--- src/sv/qalu_pkg.sv ---
// ----------------------------------------------------------------------------
// qalu_pkg
// Shared types, codes and lane sign tables for the quaternion arithmetic unit.
// ----------------------------------------------------------------------------
package qalu_pkg;

    typedef enum logic [2:0] {
        OP_ADD = 3'd0,
        OP_MUL = 3'd1,
        OP_DIV = 3'd2,
        OP_MIN = 3'd3,
        OP_MAX = 3'd4
    } op_t;

    localparam logic [1:0] ST_OK   = 2'd0;
    localparam logic [1:0] ST_DIVZ = 2'd1;
    localparam logic [1:0] ST_SAT  = 2'd2;

    localparam int MAGW = 65;
    localparam int QW   = 33;

    localparam logic [31:0] VAL_MAX = 32'h7fff_ffff;
    localparam logic [31:0] VAL_MIN = 32'h8000_0000;

    typedef logic [3:0][31:0] quat_t;

    typedef struct packed {
        op_t              op;
        quat_t            r;
        logic             sat;
        logic [MAGW-1:0]  norm;
    } side_t;

    // term j of lane l pairs element j with element j^l; these bits negate it
    function automatic logic [3:0] neg_mask(input logic [1:0] lane, input logic is_div);
        logic [3:0] m;
        begin
            case (lane)
                2'd0:    m = is_div ? 4'b0000 : 4'b1110;
                2'd1:    m = is_div ? 4'b0110 : 4'b1000;
                2'd2:    m = is_div ? 4'b1100 : 4'b0010;
                default: m = is_div ? 4'b1010 : 4'b0100;
            endcase
            return m;
        end
    endfunction

endpackage

--- src/sv/qalu_div_step.sv ---
// ----------------------------------------------------------------------------
// qalu_div_step
// One restoring division stage that settles a single quotient bit.
// ----------------------------------------------------------------------------
module qalu_div_step #(
    parameter int FRAC_BITS = 16,
    parameter int K         = 0
) (
    input  logic                                   aclk,
    input  logic                                   en,
    input  logic [qalu_pkg::MAGW+FRAC_BITS-1:0]    rem_in,
    input  logic [qalu_pkg::QW-1:0]                q_in,
    input  logic                                   neg_in,
    input  logic                                   ovf_in,
    input  logic [qalu_pkg::MAGW-1:0]              n_in,
    output logic [qalu_pkg::MAGW+FRAC_BITS-1:0]    rem_out,
    output logic [qalu_pkg::QW-1:0]                q_out,
    output logic                                   neg_out,
    output logic                                   ovf_out
);
    import qalu_pkg::*;

    localparam int DVW  = MAGW + FRAC_BITS;
    localparam int CMPW = DVW + QW;

    logic [CMPW-1:0] den, diff;
    logic            ge;
    logic [DVW-1:0]  rem_reg;
    logic [QW-1:0]   q_reg;
    logic            neg_reg, ovf_reg;

    always_comb begin
        den  = CMPW'(n_in) << K;
        diff = CMPW'(rem_in) - den;
        ge   = CMPW'(rem_in) >= den;
    end

    always_ff @(posedge aclk) begin
        if (en) begin
            rem_reg <= ge ? DVW'(diff) : rem_in;
            q_reg   <= q_in | (ge ? (QW'(1) << K) : QW'(0));
            neg_reg <= neg_in;
            ovf_reg <= ovf_in;
        end
    end

    assign rem_out = rem_reg;
    assign q_out   = q_reg;
    assign neg_out = neg_reg;
    assign ovf_out = ovf_reg;

endmodule

--- config.mk ---
export PLATFORM = sky130hd
export DESIGN_NAME = qalu_div_step
export DESIGN_NICKNAME = d
export VERILOG_FILES = /design/src/sv/qalu_pkg.sv /design/src/sv/qalu_div_step.sv
export SDC_FILE = /design/constraint.sdc
export NUM_CORES = 1
export LEC_CHECK = 0
export ABC_CLOCK_PERIOD_IN_PS = 4050
export BUFFER_PORTS_ARGS = -buffer_cell sky130_fd_sc_hd__buf_4
export CORE_MARGIN = 1
export CORE_UTILIZATION = 45
export DETAILED_ROUTE_END_ITERATION = 7
export PLACE_DENSITY_LB_ADDON = 0.12
export RECOVER_POWER = 100
export SLEW_MARGIN = 20
export SYNTH_ARGS = -nofsm -noshare
export SYNTH_HDL_FRONTEND = slang
export SYNTH_SLANG_ARGS = --single-unit
--- constraint.sdc ---
create_clock -name aclk -period 4.05 [get_ports aclk]
set_input_delay 0.2025 -clock aclk [delete_from_list [all_inputs] [get_ports aclk]]
set_output_delay 0.2025 -clock aclk [all_outputs]
set_load 0.05 [all_outputs]
Yosys cells after proc, flatten, opt, wreduce, memory -nomap -nowiden --
Cells that the tools add are included.
Storage, ports and cells: register bits after elaboration 116, output and inout bits 116, logic and storage cells 9
Operators by class: add/subtract/negate cells 1, $lt $le $gt $ge 1, mux-type cells 2, bitwise gates (word level) 1
Operators with widths (number):
- greater-or-equal comparator 81 x 65 -> 1 bit | 1
- 2-to-1 mux 81 bit | 1
- subtractor 81 x 65 -> 81 bit | 1
- bitwise OR 33 x 1 -> 33 bit | 1
- 2-to-1 mux 1 bit | 1

Longest topological paths before layout --
depth after elaboration 3, depth in mapped cells 14

Worst setup path after synthesis --
Ideal clock, no wire load.
path type input to register, start input rem_in[0] (netlist name), end register rem_reg[70], in the netlist rem_out[70] (data pin), library setup time 0.276 ns, arrival 2.800 ns, required time 3.774 ns, setup slack 0.974 ns, cell stages on the path 13, path buffers 0, path through inv_1 ha_1 inv_1 fa_1 a21o_1 a311oi_1 or3_1 nand3b_1 a2111o_1 a31oi_2 o41ai_1 a2111oi_1 xor2_1
Between the ends: longest elaborated chain between the ends 2
Ends and longest elaborated chain:
- from (decl) | RTL line qalu_div_step.sv:11 | input logic [qalu_pkg::MAGW+FRAC_BITS-1:0] rem_in,
- subtractor 81 x 65 -> 81 bit or greater-or-equal comparator 81 x 65 -> 1 bit (tied branches) | RTL line qalu_div_step.sv:34, qalu_div_step.sv:35
- 2-to-1 mux 81 bit * | RTL line qalu_div_step.sv:40 | rem_reg <= ge ? DVW'(diff) : rem_in;
- to (signal assigned) | RTL line qalu_div_step.sv:40
- to (decl) | RTL line qalu_div_step.sv:28 | logic [DVW-1:0] rem_reg;
Every way passes the cells marked *; elsewhere a longest branch is shown, timed or not. A chain may end at the register's enable or synchronous reset.

Worst setup path in the final report --
start input rem_in[61] (netlist name), end register rem_reg[27], in the netlist rem_out[27] (data pin)
Between the ends: longest elaborated chain between the ends 2
Ends and longest elaborated chain:
- greater-or-equal comparator 81 x 65 -> 1 bit | RTL line qalu_div_step.sv:35 | ge = CMPW'(rem_in) >= den;
- 2-to-1 mux 81 bit | RTL line qalu_div_step.sv:40
Every way passes these cells.

==> results by group <==
CTS
  – CTS max path bufs: 2
  – Worst-path clk slew: 0.06 ns
  – Post_cts resized: 0
  – Post-CTS Setup Inserts: 0
  – # clock sinks: 116
  – CTS HTree Levels: 4
  – CTS Buf Count: 17
  – Cts hold-fix bufs: 34
  – CTS tree: yes
  – Root Driver: clkbuf_16

Finish
  – Antenna cells: 0
  – Share of layout cells above drive strength 1: 0.181
  – # fillers: 1852
  – Area Growth Syn to Fin: 32.3%
  – Nets: 1582

Synthesis
  – Area contributors post-synth: edfxtp_1 39%, ha_1 9.0%, a21oi_1 7.7%
  – Top_reg_cell synth: edfxtp_1
  – Synth unique cells: 74
  – Count leader, synth: a21oi_1
  – Syn Std Cell Area: 0.00902 sq mm
  – Post-synth top area cell: edfxtp_1
  – Share of the synthesized area in the top cell type: 0.386
  – XOR/XNOR share of the synthesized area: 0.0748
  – Post-synthesis compound-gate area fraction: 0.221
  – Post-synthesis register bit count: 116
  – Post-synthesis adder-cell area fraction: 0.0924
  – Post-synthesis mux area share: 0.00167
  – Async SR Flop Fraction: 0
  – Top cells by count, synth: 138 x a21oi_1, 116 x edfxtp_1, 100 x nor2_1, 85 x inv_1, 85 x nand2_1
  – Register area share after synthesis: 0.386
  – Largest family of logic cells by synthesized area: compound AO/OA/AOI/OAI gates
  – Syn nets: 1266
  – Synth Area in Simple Gates: 0.162
  – Synthesized instance count: 1017
  – Yosys Warn Count: 0
  – Post-synth EDFFs: 116
  – Syn Area/Cell: 8.87 sq um

Worst setup path
  – Most used cell, CP: nand4_1
  – CP required: 4.20 ns
  – Crit path launch type: input port
  – Cell Chain, Critical Path: clkbuf_1, ha_1, nand4_1, or3_1, nor4_1, nand4_1, o31ai_1, nand2b_1, or2_4, clkbuf_4, a21oi_1
  – Critical Path Sink Type: register
  – Crit-path slowest cell: ha_1
  – CP Class: input port to register
  – Worst EP arrival: 3.71 ns
  – Crit path largest cell delay: 0.49 ns
  – Max FO, Critical Path: 38

Place
  – HPWL Detailed: 22.6 mm
  – Port bufs: 298
  – Gp weighted congestion: 0.909

Route
  – DRC: 0
  – Routed wire per std cell: 18.2 microns
  – Iter 0 DRT Violations: 566
  – Vias per Instance: 5.48
  – Aggregate routed wire length: 29.3 mm
  – Drt pass-1 iters: 5
  – Antenna Nets Post-Route: 0
  – Vias: 8818

Floorplan
  – Boundary Pins: 299
  – Core region area: 0.0195 sq mm
  – Initial Util: 0.462
  – Die Ht: 144 microns
  – Die area: 0.0206 sq mm
  – DIE WIDTH: 144 microns
  – Rows: 51

Timing
  – Slew Viols, Final: 73
  – RSZ-0062 raised after global routing: no
  – Setup total negative slack: 0 ns
  – FMAX: 0.281 GHz
  – Final hold vios: 0
  – Slew headroom: -0.303
  – Hold slack: 0.0694 ns
  – Tcrit/Tclk final: 0.878
  – Tightest Pin Transition: 1.95 ns
  – Min Clock Period, post-route: 3.55 ns
  – Final setup violation count: 0

Power
  – Lkg Pwr: 5.07 nW
  – Peak VDD IR: 0.000294 V
  – Power Density: 411 mW/mm^2

Run status
  – Status: complete, but fails checks
  – Violated checks: capacitance limit, slew limit

Global route
  – Largest net degree at the start of global routing: 73
  – GRT Util Overall: 0.281
  – Initial antenna violation count: 0
  – First-pass GRT wire length: 44.2 mm
  – Vias in the first global route: 8324
  – Overflow after GRT: 0

Run
  – Max cap viols: 1

Min path
  – HP Class: input port to register
-- cell type report --
cell class,instances,area (sq um),share of cell area
clock buffers,17,425,0.0357
clock inverters,14,176,0.0148
inverters,85,319,0.0267
multi-input cells,767,4950,0.415
flip-flops and latches,116,3480,0.292
well taps,265,332,0.0278
repair buffers,346,2240,0.188
-- metrics by stage --
step	power [mW]	utilization	area, sq um	setup slack, ns	instances
floorplan	2.81	-	9020	0.974	1017
global placement	3.42	0.588	11500	0.398	1545
detailed placement	3.42	0.588	11500	0.364	1545
CTS	5.05	0.636	12400	0.614	1610
global route	5.10	0.611	11900	0.240	1610
finish	4.90	0.611	11900	0.495	1610
-- kinds of logic (layout without fill, tap and decap cells) --
kind of cell             count (synthesis)  in the layout
flip-flops                             116            116
AND/OR/NAND/NOR                        301            301
buffers and inverters                  134            462
adder cells (fa/ha/maj)                 66             66
XOR/XNOR                                77             77
multiplexers                             1              1
AO/OA/AOI/OAI                          322            322
-- layer usage --
metal,global-route usage,vias up,part of all wire
li1,-,4326,-
met1,0.369,4112,0.43
met2,0.470,347,0.47
met3,0.0516,33,0.072
met4,0.0812,0,0.020
met5,0,-,0
-- path summary, 6_finish.rpt --
kind,cells after the start,end,startpoint,slack [ns]
max,11,rem_out[27]$_DFFE_PP_,rem_in[61],0.50
min,2,q_out[0]$_DFFE_PP_,q_in[0],0.07
-- registers in the layout, summed over array words and instances (netlist names) --
signal   flops
rem_out     81
neg_out      1
q_out       33
ovf_out      1
-- power breakdown --
| group | switching (mW) | internal [mW] | total [mW] |
|---|---|---|---|
| sequential | 0.0443 | 1.53 | 1.57 |
| clock | 0.620 | 0.973 | 1.59 |
| combinational | 1.20 | 0.536 | 1.74 |
| total | 1.86 | 3.04 | 4.90 |
-- critical path: cells and delay by family --
family          cells  cell delay [ns]
fa+ha+maj           1             0.49
buf+inv             2             0.55
compound gates      2             0.46
simple gates        6             1.97
-- placed cells by master, fill, tap and decap left out, types with 4 or more instances in the layout --
master / Yosys / routed
a211oi_1: 9 / 10
a21boi_0: 8 / 8
a21o_1: 25 / 25
a21oi_1: 138 / 138
a31oi_1: 15 / 15
and2_1: 5 / 5
and3_1: 5 / 5
buf_4: 2 / 153
clkbuf_1: 14 / 120
clkbuf_16: 0 / 17
clkbuf_4: 0 / 37
dlygate4sd3_1: 0 / 34
edfxtp_1: 116 / 116
ha_1: 65 / 65
inv_1: 85 / 85
inv_6: 0 / 5
nand2_1: 85 / 85
nand2b_1: 4 / 5
nand3_1: 11 / 11
nand4_1: 31 / 32
nor2_1: 100 / 100
nor2b_1: 5 / 5
nor3_1: 18 / 18
nor4_1: 7 / 8
o211a_1: 4 / 4
o211ai_1: 7 / 7
o21a_1: 7 / 7
o21ai_0: 56 / 56
o21bai_1: 11 / 11
o31ai_1: 6 / 6
or3_1: 5 / 5
xnor2_1: 45 / 45
xor2_1: 32 / 32
Power figures use the tool's default switching activity.
