## src/sv/qalu_pkg.sv

```systemverilog
// ----------------------------------------------------------------------------
// qalu_pkg
// Shared types, codes and lane sign tables for the quaternion arithmetic unit.
// ----------------------------------------------------------------------------
package qalu_pkg;

    typedef enum logic [2:0] {
        OP_ADD = 3'd0,
        OP_MUL = 3'd1,
        OP_DIV = 3'd2,
        OP_MIN = 3'd3,
        OP_MAX = 3'd4
    } op_t;

    localparam logic [1:0] ST_OK   = 2'd0;
    localparam logic [1:0] ST_DIVZ = 2'd1;
    localparam logic [1:0] ST_SAT  = 2'd2;

    localparam int MAGW = 65;
    localparam int QW   = 33;

    localparam logic [31:0] VAL_MAX = 32'h7fff_ffff;
    localparam logic [31:0] VAL_MIN = 32'h8000_0000;

    typedef logic [3:0][31:0] quat_t;

    typedef struct packed {
        op_t              op;
        quat_t            r;
        logic             sat;
        logic [MAGW-1:0]  norm;
    } side_t;

    // term j of lane l pairs element j with element j^l; these bits negate it
    function automatic logic [3:0] neg_mask(input logic [1:0] lane, input logic is_div);
        logic [3:0] m;
        begin
            case (lane)
                2'd0:    m = is_div ? 4'b0000 : 4'b1110;
                2'd1:    m = is_div ? 4'b0110 : 4'b1000;
                2'd2:    m = is_div ? 4'b1100 : 4'b0010;
                default: m = is_div ? 4'b1010 : 4'b0100;
            endcase
            return m;
        end
    endfunction

endpackage

```

## src/sv/qalu_merge.sv

```systemverilog
// ----------------------------------------------------------------------------
// qalu_merge
// Combines the lane quotients with the side path into the result and status.
// ----------------------------------------------------------------------------
module qalu_merge (
    input  qalu_pkg::side_t                    sd,
    input  logic [3:0][qalu_pkg::QW-1:0]       q,
    input  logic [3:0]                         neg,
    input  logic [3:0]                         ovf,
    output qalu_pkg::quat_t                    r,
    output logic [1:0]                         status
);
    import qalu_pkg::*;

    quat_t      dv;
    logic [3:0] dsat;

    always_comb begin
        for (int l = 0; l < 4; l++) begin
            if (neg[l]) begin
                dsat[l] = ovf[l] || (q[l] > QW'(33'h0_8000_0000));
                dv[l]   = dsat[l] ? VAL_MIN : 32'(-q[l]);
            end else begin
                dsat[l] = ovf[l] || (q[l][32:31] != 2'b00);
                dv[l]   = dsat[l] ? VAL_MAX : q[l][31:0];
            end
        end
        if (sd.op == OP_DIV) begin
            if (sd.norm == '0) begin
                r      = '0;
                status = ST_DIVZ;
            end else begin
                r      = dv;
                status = (|dsat) ? ST_SAT : ST_OK;
            end
        end else begin
            r      = sd.r;
            status = sd.sat ? ST_SAT : ST_OK;
        end
    end

endmodule

```

## config.mk

```make
export PLATFORM = sky130hd
export DESIGN_NAME = qalu_merge
export DESIGN_NICKNAME = d
export VERILOG_FILES = /design/src/sv/qalu_pkg.sv /design/src/sv/qalu_merge.sv
export SDC_FILE = /design/constraint.sdc
export NUM_CORES = 1
export LEC_CHECK = 0
export BUFFER_PORTS_ARGS = -buffer_cell sky130_fd_sc_hd__buf_2
export CORE_AREA = 4 4 180 182
export DETAILED_ROUTE_END_ITERATION = 10
export DIE_AREA = 0 0 184 186
export PLACE_DENSITY = 0.46
export SLEW_MARGIN = 5
export SYNTH_ARGS = -nofsm -noshare
export SYNTH_HDL_FRONTEND = slang
export SYNTH_SLANG_ARGS = --single-unit
```

## constraint.sdc

```tcl
create_clock -name vclk -period 5.87
set_input_delay 1.174 -clock vclk [all_inputs]
set_output_delay 1.174 -clock vclk [all_outputs]
set_load 0.005 [all_outputs]
```

**Yosys cells after proc, flatten, opt, wreduce, memory -nomap -nowiden**

Cells that the tools add are included.

- Reduce and logical (&&, ||, !) cells: 14
- $add $sub $neg: 4
- Mux-type cells: 22
- Equal/unequal tests: 1
- Order comparisons: 4

Operators by type and width:

| kind | count |
|---|---|
| $mux W32 | 12 |
| $mux W128 | 2 |
| $gt A33 B32 Y1 const B | 4 |
| $neg A32 Y32 | 4 |
| $logic_not A65 Y1 | 1 |
| $logic_or A1 B1 Y1 | 8 |
| $mux W2 | 4 |
| $reduce_bool A2 Y1 | 4 |
| $mux W1 | 4 |
| $reduce_or A4 Y1 | 1 |
| $eq A3 B2 Y1 const B | 1 |

- Flip-flop bits (word level): 0
- Input bits: 337

**Depth between registers and ports, before layout**

Gate-level depths: netlist (run 1).

- Depth after elaboration: 7
- Mapped depth: 9
- Gate-level depth less buffers: 8

**Worst setup path before layout (run 1)**

No wires, ideal clock.

- Path kind: input to output
- Start: in q[74] in the netlist's numbering
- End: out r[86] in the netlist's numbering
- Arrival: 3308 ps
- Setup slack: 1388 ps
- Data required time: 4696 ps
- Stages: 6
- Path through: or4_1 or2_2 or3_1 or3b_2 mux2i_1 o31ai_1

RTL lines:

| element | line | RTL |
|---|---|---|
| from (decl) | qalu_merge.sv:7 | `input logic [3:0][qalu_pkg::QW-1:0] q,` |
| to (decl) | qalu_merge.sv:10 | `output qalu_pkg::quat_t r,` |

==> summary.md, run 1 <==
| Metric | Value |
|---|---|
| Total chip power | 477 uW |
| Gr ovfl total | 0 |
| Count of nets left with antenna violations after detail routing | 0 |
| Post-CTS Hold Fix Bufs | 0 |
| Cell type with the highest aggregate area in the netlist | nand2_1 |
| Number of primary I/O pins | 467 |
| Average wire per cell in the routed design | 18.2 um |
| Number of max-cap violations | 0 |
| Number of slew-limit violations in the final report | 0 |
| Total global routing track utilization | 16.8% |
| Maximum number of pins on one net before global-route repair | 65 |
| Leading cell type in the layout, fill and taps excluded | buf_2 |
| Vertical die dimension | 186 um |
| Total power per unit cell area | 61.2 mW/mm^2 |
| Last weighted congestion value of the routability-driven placer | 0.909 |
| Worst-case hold slack | 2.61 ns |
| Pre-Repair DR Iteration Count | 7 |
| Transition at the pin with the smallest max-transition slack | 0.972 ns |
| # nets final | 1,724 |
| Fraction of layout instances using a drive strength above 1 | 37.0% |
| LEAKAGE | 3.62 nW |
| Final number of hold-violating endpoints | 0 |
| DIE AREA | 0.0342 mm^2 |
| Num sequential | 0 |
| Post-DP HPWL | 27,700 um |
| Effective utilization at floorplan | 16.5% |
| Largest cells by area after synthesis | nand2_1, o21ai_0, a21oi_1 |
| Total standard cell area after synthesis | 0.00506 mm^2 |
| Crit-path max FO | 30 |
| Most frequent cells in the layout | buf_2, nand2_1, o21ai_0, a21oi_1, nor2_1 |
| Worst endpoint data arrival time | 4.00 ns |
| Req. time, crit path | 4.70 ns |
| Routed vias/inst | 5.08 |
| Gates resized, CTS repair | 0 |
| Standard cell core area | 0.0306 mm^2 |
| Total area of sequential cells | 0 um^2 |
| Initial antenna violation count | 4 |
| Peak ir drop on the vdd network | 27.4 uV |
| Startpoint class of the critical path | input port |
| Type of the worst setup path | in -> out |
| Endpoint type of the worst setup path | output pin |
| Post-Syn Instances | 961 |
| TNS Setup | 0 ns |
| Slew margin rel. | 35.0% |
| DRC errors left | 0 |
| Number of clock-tree buffers in the layout | 0 |
| Drt first-iter violations | 460 |
| Time the final worst path needs with I/O delays and setup | 5.17 ns |
| Fill count | 3,624 |
| YS warnings | 0 |
| Number of distinct library cell variants in the gate-level netlist after synthesis | 56 |
| Period utilization | 88.1% |
| Number of setup violations in the final report | 0 |
| Area growth, synth to finish | 54.1% |
| Unrepaired setup endpoints after global routing | no |
| Run status | finished, final reports clean |
| Global-route wire length before repair | 46,600 um |
| Class of the worst hold path | in -> out |
| Area fraction of the dominant cell type after synthesis | 15.6% |
| Overall via count from detail_route | 9,042 |
| Net Count, Synth | 1,302 |
| Setup Buffers After CTS | 0 |
| Site row count | 64 |
| Die extent in x | 184 um |
| Total wire length | 32,400 um |
| Peak clock frequency supported by timing | 0.193 GHz |
| Port Buffers | 467 |
| Vias in the first global route | 8,399 |
| Sequential element share of the synthesized area | 0% |
| Average size of a mapped cell | 5.26 um^2 |
| Final design utilization | 25.5% |
==> critical path: stages <==
cell,delay (ns)
buf_2,0.13
or4_1,0.61
nor4_1,0.61
and2_1,0.49
a211o_1,0.23
nand2_1,0.06
buf_4,0.23
o31ai_1,0.29
buf_2,0.16
==> where the power goes <==
group / internal, mW / total (mW) / leakage (nW) / switching, mW
logic: 0.210 / 0.477 / 3.62 / 0.267
clock network: 0.0000000138 / 0.0000000138 / 0.0000104 / 0
registers: 0 / 0 / 0 / 0
total: 0.210 / 0.477 / 3.62 / 0.267
==> metal layers <==
metal	wire [um]	share of wire [%]	global-route usage (%)
met1	12600	39	20.4
met2	16200	50	31.1
met3	2830	8.7	2.87
met4	672	2.1	3.19
met5	27	0.083	0
==> path summary, 6_finish.rpt <==
kind | endpoint | depth (start not counted) | start | slack (ns)
worst max-delay path | r[23] | 9 | q[14] | 0.70
worst min-delay path | r[21] | 4 | sd[87] | 2.61
==> through the flow <==
| step | cell area (um^2) | instances | setup WS (ns) |
|---|---|---|---|
| 6_report | 7790 | 1779 | 0.700 |
| 4_1_cts | 7790 | 1777 | 0.677 |
| 5_1_grt | 7790 | 1778 | 0.497 |
| 2_1_floorplan | 5060 | 961 | 1.39 |
| 3_5_place_dp | 7790 | 1777 | 0.682 |
| 3_3_place_gp | 7790 | 1777 | 0.662 |
==> cells in the mapped netlist, types with 2 or more instances <==
cell,count
a2111oi_0,2
a211o_1,4
a211oi_1,5
a21oi_1,100
a22o_1,9
a311oi_1,2
a31oi_1,18
a32o_1,4
a41oi_1,2
and2_1,6
and3_1,5
buf_1,5
buf_2,3
clkbuf_1,58
ha_1,4
inv_1,16
mux2i_1,7
nand2_1,210
nand2b_1,11
nand3_1,32
nand3b_1,4
nand4_1,7
nand4b_1,2
nor2_1,77
nor2b_1,3
nor3_1,36
nor3b_1,5
nor4_1,48
nor4b_1,2
o211ai_1,6
o21ai_0,120
o21ai_1,2
o22ai_1,50
o311ai_0,5
o31a_1,5
o31ai_1,30
o41ai_1,3
or2_2,8
or3_1,12
or3b_2,3
or4_1,10
or4_4,3
xnor2_1,3
xor2_1,2
==> area by class of cell <==
cell class         instances  area [um^2]  area share [%]
inverters                 16         60.1           0.770
well taps                396          495            6.36
diodes                     2         5.00          0.0642
multi-input cells        878         4750            60.9
repair buffers           487         2490            31.9
==> cells by family (layout without fill, tap and decap cells) <==
| group | after synthesis | after routing | share of synthesized area [%] |
|---|---|---|---|
| AOI/OAI and AO/OA | 372 | 372 | 43.7 |
| xor gates and xnor gates | 5 | 5 | 0.866 |
| adders and majority gates | 4 | 4 | 0.990 |
| buffers and inverters | 83 | 503 | 6.38 |
| muxes | 7 | 7 | 1.39 |
| other | 0 | 2 | 0 |
| and+or+nand+nor | 490 | 490 | 46.6 |
Note: power is estimated with default switching activity, not from simulation.
==> inputs of run 2 (changes only) <==
Settings changed: CORE_AREA 4 4 180 182 to 2 2 184 186, DIE_AREA 0 0 184 186 to 0 0 186 188, PLACE_DENSITY 0.46 to 0.44.
Clock period 5.87 ns to 6.1 ns, I/O delays scaled along.
==> run 2 against run 1 <==
Against the previous run:
- die area up 2.2%
- utilization down 1.6 points
- via count up 1.2%
- cell area up 1.3%
- first-iteration DRC count up 29%
- largest cell class unchanged
==> summary.md, run 2 (synthesis results as in run 1) <==
| Metric | Value |
|---|---|
| Count of nets left with antenna violations after detail routing | 0 |
| First element of the critical path | q[14] |
| Effective utilization at floorplan | 15.3% |
| TNS Setup | 0 ns |
| Number of buffers and inverters on the critical path | 4 |
| Average wire per cell in the routed design | 18.6 um |
| Number of setup violations in the final report | 0 |
| Slew margin rel. | 35.4% |
| Req. time, crit path | 4.88 ns |
| Die extent in x | 186 um |
| Crit-path max FO | 16 |
| Total wire length | 34,000 um |
| Total chip power | 468 uW |
| Period utilization | 89.0% |
| Global-route wire length before repair | 49,800 um |
| Pre-Repair DR Iteration Count | 5 |
| Type of the worst setup path | in -> out |
| Global routing usage on met1 | 21.1% |
| Library cell contributing the largest single delay on the critical path | or4_1 |
| Final number of hold-violating endpoints | 0 |
| DIE AREA | 0.0350 mm^2 |
| Post-DP HPWL | 28,500 um |
| Startpoint class of the critical path | input port |
| Fill count | 3,933 |
| Initial antenna violation count | 5 |
| Worst-case hold slack | 2.70 ns |
| Dpl cell area | 0.00789 mm^2 |
| Setup Buffers After CTS | 0 |
| Peak clock frequency supported by timing | 0.184 GHz |
| LEAKAGE | 3.64 nW |
| Run status | finished, final reports clean |
| Vias in the first global route | 8,597 |
| Multi-input gate area | 0.00475 mm^2 |
| Fraction of layout instances using a drive strength above 1 | 37.2% |
| Overall via count from detail_route | 9,151 |
| Worst min-delay path startpoint | sd[152] |
| Post-layout instance area | 0.00790 mm^2 |
| Routed vias/inst | 4.99 |
| Number of primary I/O pins | 467 |
| Num sequential | 0 |
| Class of the worst hold path | in -> out |
| Unrepaired setup endpoints after global routing | no |
| Number of slew-limit violations in the final report | 0 |
| Most frequent cells in the layout | buf_2, nand2_1, o21ai_0, a21oi_1, nor2_1 |
| Maximum number of pins on one net before global-route repair | 132 |
| Drt first-iter violations | 595 |
| Last weighted congestion value of the routability-driven placer | 0.884 |
| Gates resized, CTS repair | 0 |
| Peak-usage layer in the global routing report | met2 |
| Area growth, synth to finish | 56.2% |
| Site row count | 67 |
| Gr ovfl total | 0 |
| Global-route met3 utilization | 2.89% |
| Standard cell core area | 0.0331 mm^2 |
| Max stage delay on crit path | 0.63 ns |
| Port Buffers | 467 |
| Peak ir drop on the vdd network | 38.4 uV |
| Total area of sequential cells | 0 um^2 |
| Leading cell type in the layout, fill and taps excluded | buf_2 |
| Total power per unit cell area | 59.3 mW/mm^2 |
| DRC errors left | 0 |
| Cells along the critical path | buf_2 > or4_1 > nor4_1 > and2_1 > buf_4 > a211o_1 > nand2_1 > buf_4 > o31ai_1 > buf_2 |
| Endpoint type of the worst setup path | output pin |
| Worst path top cell family by delay | simple AND/OR/NAND/NOR gates |
| # nets final | 1,727 |
| Met2 capacity usage during global routing | 34.0% |
| Post-CTS Hold Fix Bufs | 0 |
| Worst endpoint data arrival time | 4.21 ns |
| Time the final worst path needs with I/O delays and setup | 5.43 ns |
| Final design utilization | 23.9% |
| Transition at the pin with the smallest max-transition slack | 0.967 ns |
| Number of clock-tree buffers in the layout | 0 |
| Vertical die dimension | 188 um |
| Number of max-cap violations | 0 |
| Total global routing track utilization | 18.1% |
==> run 2: cell types whose count changed in the layout (fill, tap and decap cells not counted) <==
cell,change
buf_4,+2
buf_12,+1
nor2_1,-1
nor2_2,+1
==> run 2: layout make-up <==
cell class / instances / share of cell area (%)
well taps: 448 / 7.10
repair buffers: 490 / 31.9
multi-input cells: 878 / 60.1
inverters: 16 / 0.760
diodes: 2 / 0.0634
==> run 2: metrics by stage <==
step	setup slack, ns	std cells
2_1_floorplan	1.53	961
3_3_place_gp	0.627	1832
3_5_place_dp	0.626	1832
4_1_cts	0.633	1832
5_1_grt	0.401	1834
6_report	0.671	1834
==> run 2: routing by layer <==
| metal | vias to the layer above | part of all wire [%] |
|---|---|---|
| li1 | 4481 | - |
| met1 | 4187 | 39 |
| met2 | 437 | 51 |
| met3 | 42 | 7.6 |
| met4 | 4 | 2.3 |
| met5 | - | 0.082 |
==> run 2: final timing paths <==
path	end	slack [ns]	cells past startpoint
min	r[86]	2.70	4
max	r[26]	0.67	10
==> run 2: tightest hold or removal path, stage by stage <==
cell and delay, ns:
buf_2 0.07, nand2_1 0.04, o31ai_1 0.05, buf_2 0.10
==> run 2: where the power goes <==
part	total [mW]	internal [mW]	switching, mW
Clock	0.0000000441	0.0000000440	0
Combinational	0.468	0.204	0.264
Sequential	0	0	0
==> inputs of run 3 (changes only) <==
Settings changed: CELL_PAD_IN_SITES_DETAIL_PLACEMENT set to 0, CELL_PAD_IN_SITES_GLOBAL_PLACEMENT set to 1, PLACE_DENSITY 0.44 to 0.64, REMOVE_ABC_BUFFERS set to 1.
==> run 3 against run 2 <==
Against the previous run:
- critical path depth grew 1
- flip-flop and latch count is the same
- via count is 2.6% lower
- cell count is 0.33% lower
- utilization fell by 0.13 points
- worst setup slack worse by 0.0016 ns
- wire length down 6.0%
- non-clock buffer count decreased by 7
- worst hold slack improved by 0.0060 ns
- first-iteration DRC count decreased by 27%
- die area unchanged
- critical path type unchanged
- largest cell class unchanged
- highest routed layer unchanged
==> summary.md, run 3 (synthesis results as in run 1) <==
| Metric | Value |
|---|---|
| Worst setup slack after layout | 0.670 ns |
| Worst endpoint data arrival time | 4.21 ns |
| Num sequential | 0 |
| LEAKAGE | 3.61 nW |
| Leading cell type in the layout, fill and taps excluded | buf_2 |
| DRC errors left | 0 |
| Stages on worst setup path | 11 |
| Period utilization | 89.0% |
| Routed vias/inst | 4.87 |
| Drt first-iter violations | 435 |
| Endpoint type of the worst setup path | output pin |
| Standard cell core area | 0.0331 mm^2 |
| Transition at the pin with the smallest max-transition slack | 0.997 ns |
| Total power per unit cell area | 58.3 mW/mm^2 |
| Overall via count from detail_route | 8,909 |
| Effective utilization at floorplan | 15.3% |
| Site row count | 67 |
| Instance count after placement with tap cells included | 1,825 |
| Worst path top cell family by delay | simple AND/OR/NAND/NOR gates |
| Unrepaired setup endpoints after global routing | no |
| Global-route wire length before repair | 47,100 um |
| DIE AREA | 0.0350 mm^2 |
| Total chip power | 458 uW |
| Req. time, crit path | 4.88 ns |
| Gates resized, CTS repair | 0 |
| Fill count | 3,901 |
| Crit-path max FO | 31 |
| Last weighted congestion value of the routability-driven placer | 0.859 |
| Setup Buffers After CTS | 0 |
| Vias in the first global route | 8,451 |
| Fraction of layout instances using a drive strength above 1 | 36.8% |
| Class of the worst hold path | in -> out |
| Dpl cell area | 0.00784 mm^2 |
| Number of primary I/O pins | 467 |
| Number of clock-tree buffers in the layout | 0 |
| Total area of sequential cells | 0 um^2 |
| Peak ir drop on the vdd network | 26.6 uV |
| Average wire per cell in the routed design | 17.5 um |
| Final number of hold-violating endpoints | 0 |
| Gr ovfl total | 0 |
| TNS Setup | 0 ns |
| Number of slew-limit violations in the final report | 0 |
| Area growth, synth to finish | 55.3% |
| Post-layout instance area | 0.00785 mm^2 |
| Total global routing track utilization | 16.9% |
| Run status | finished, final reports clean |
| Hold Path Cell Cnt | 4 |
| Post-DP HPWL | 26,800 um |
| Slew margin rel. | 33.5% |
| Time the final worst path needs with I/O delays and setup | 5.43 ns |
| Startpoint class of the critical path | input port |
| Most frequent cells in the layout | buf_2, nand2_1, o21ai_0, a21oi_1, nor2_1 |
| Dpl ws | 0.549 ns |
| Library cell contributing the largest single delay on the critical path | nor4b_2 |
| Most frequent cell on the critical path | buf_2 |
| Count of nets left with antenna violations after detail routing | 0 |
| Port Buffers | 467 |
| Number of max-cap violations | 0 |
| # nets final | 1,720 |
| Post-CTS Hold Fix Bufs | 0 |
| Cells along the critical path | buf_2 > inv_1 > ha_1 > nor4b_2 > nand3_1 > buf_4 > or3_4 > o211ai_2 > nand2_2 > o21ai_0 > buf_2 |
| Initial antenna violation count | 6 |
| Max stage delay on crit path | 0.52 ns |
| Peak clock frequency supported by timing | 0.184 GHz |
| Total wire length | 32,000 um |
| Number of setup violations in the final report | 0 |
| Pre-Repair DR Iteration Count | 5 |
| Final design utilization | 23.7% |
| Die extent in x | 186 um |
| Number of buffers and inverters on the critical path | 4 |
| Type of the worst setup path | in -> out |
| Worst-case hold slack | 2.71 ns |
| Final non-filler cell total | 1,828 |
| Maximum number of pins on one net before global-route repair | 132 |
| Vertical die dimension | 188 um |
run 3: where the power goes:
group	internal, mW	switching [mW]
Sequential	0	0
Combinational	0.202	0.256
Clock	0.0000000659	0
Total	0.202	0.256
run 3: path summary, 6_finish.rpt:
check / start / endpoint / slack, ns
max: q[99] / r[96] / 0.67
min: sd[102] / r[36] / 2.71
run 3: layer usage:
metal	part of all wire, %	GRT usage, %
met5	0.11	0
met4	1.9	2.91
met2	48	30.1
met1	43	21.5
met3	6.7	2.54
run 3: cell type report:
class	instances	area, um^2	share of cell area (%)
Multi-Input combinational cell	878	4760	60.6
Timing Repair Buffer	483	2470	31.4
Tap cell	448	561	7.14
Inverter	16	60.1	0.765
Antenna cell	3	7.51	0.0956
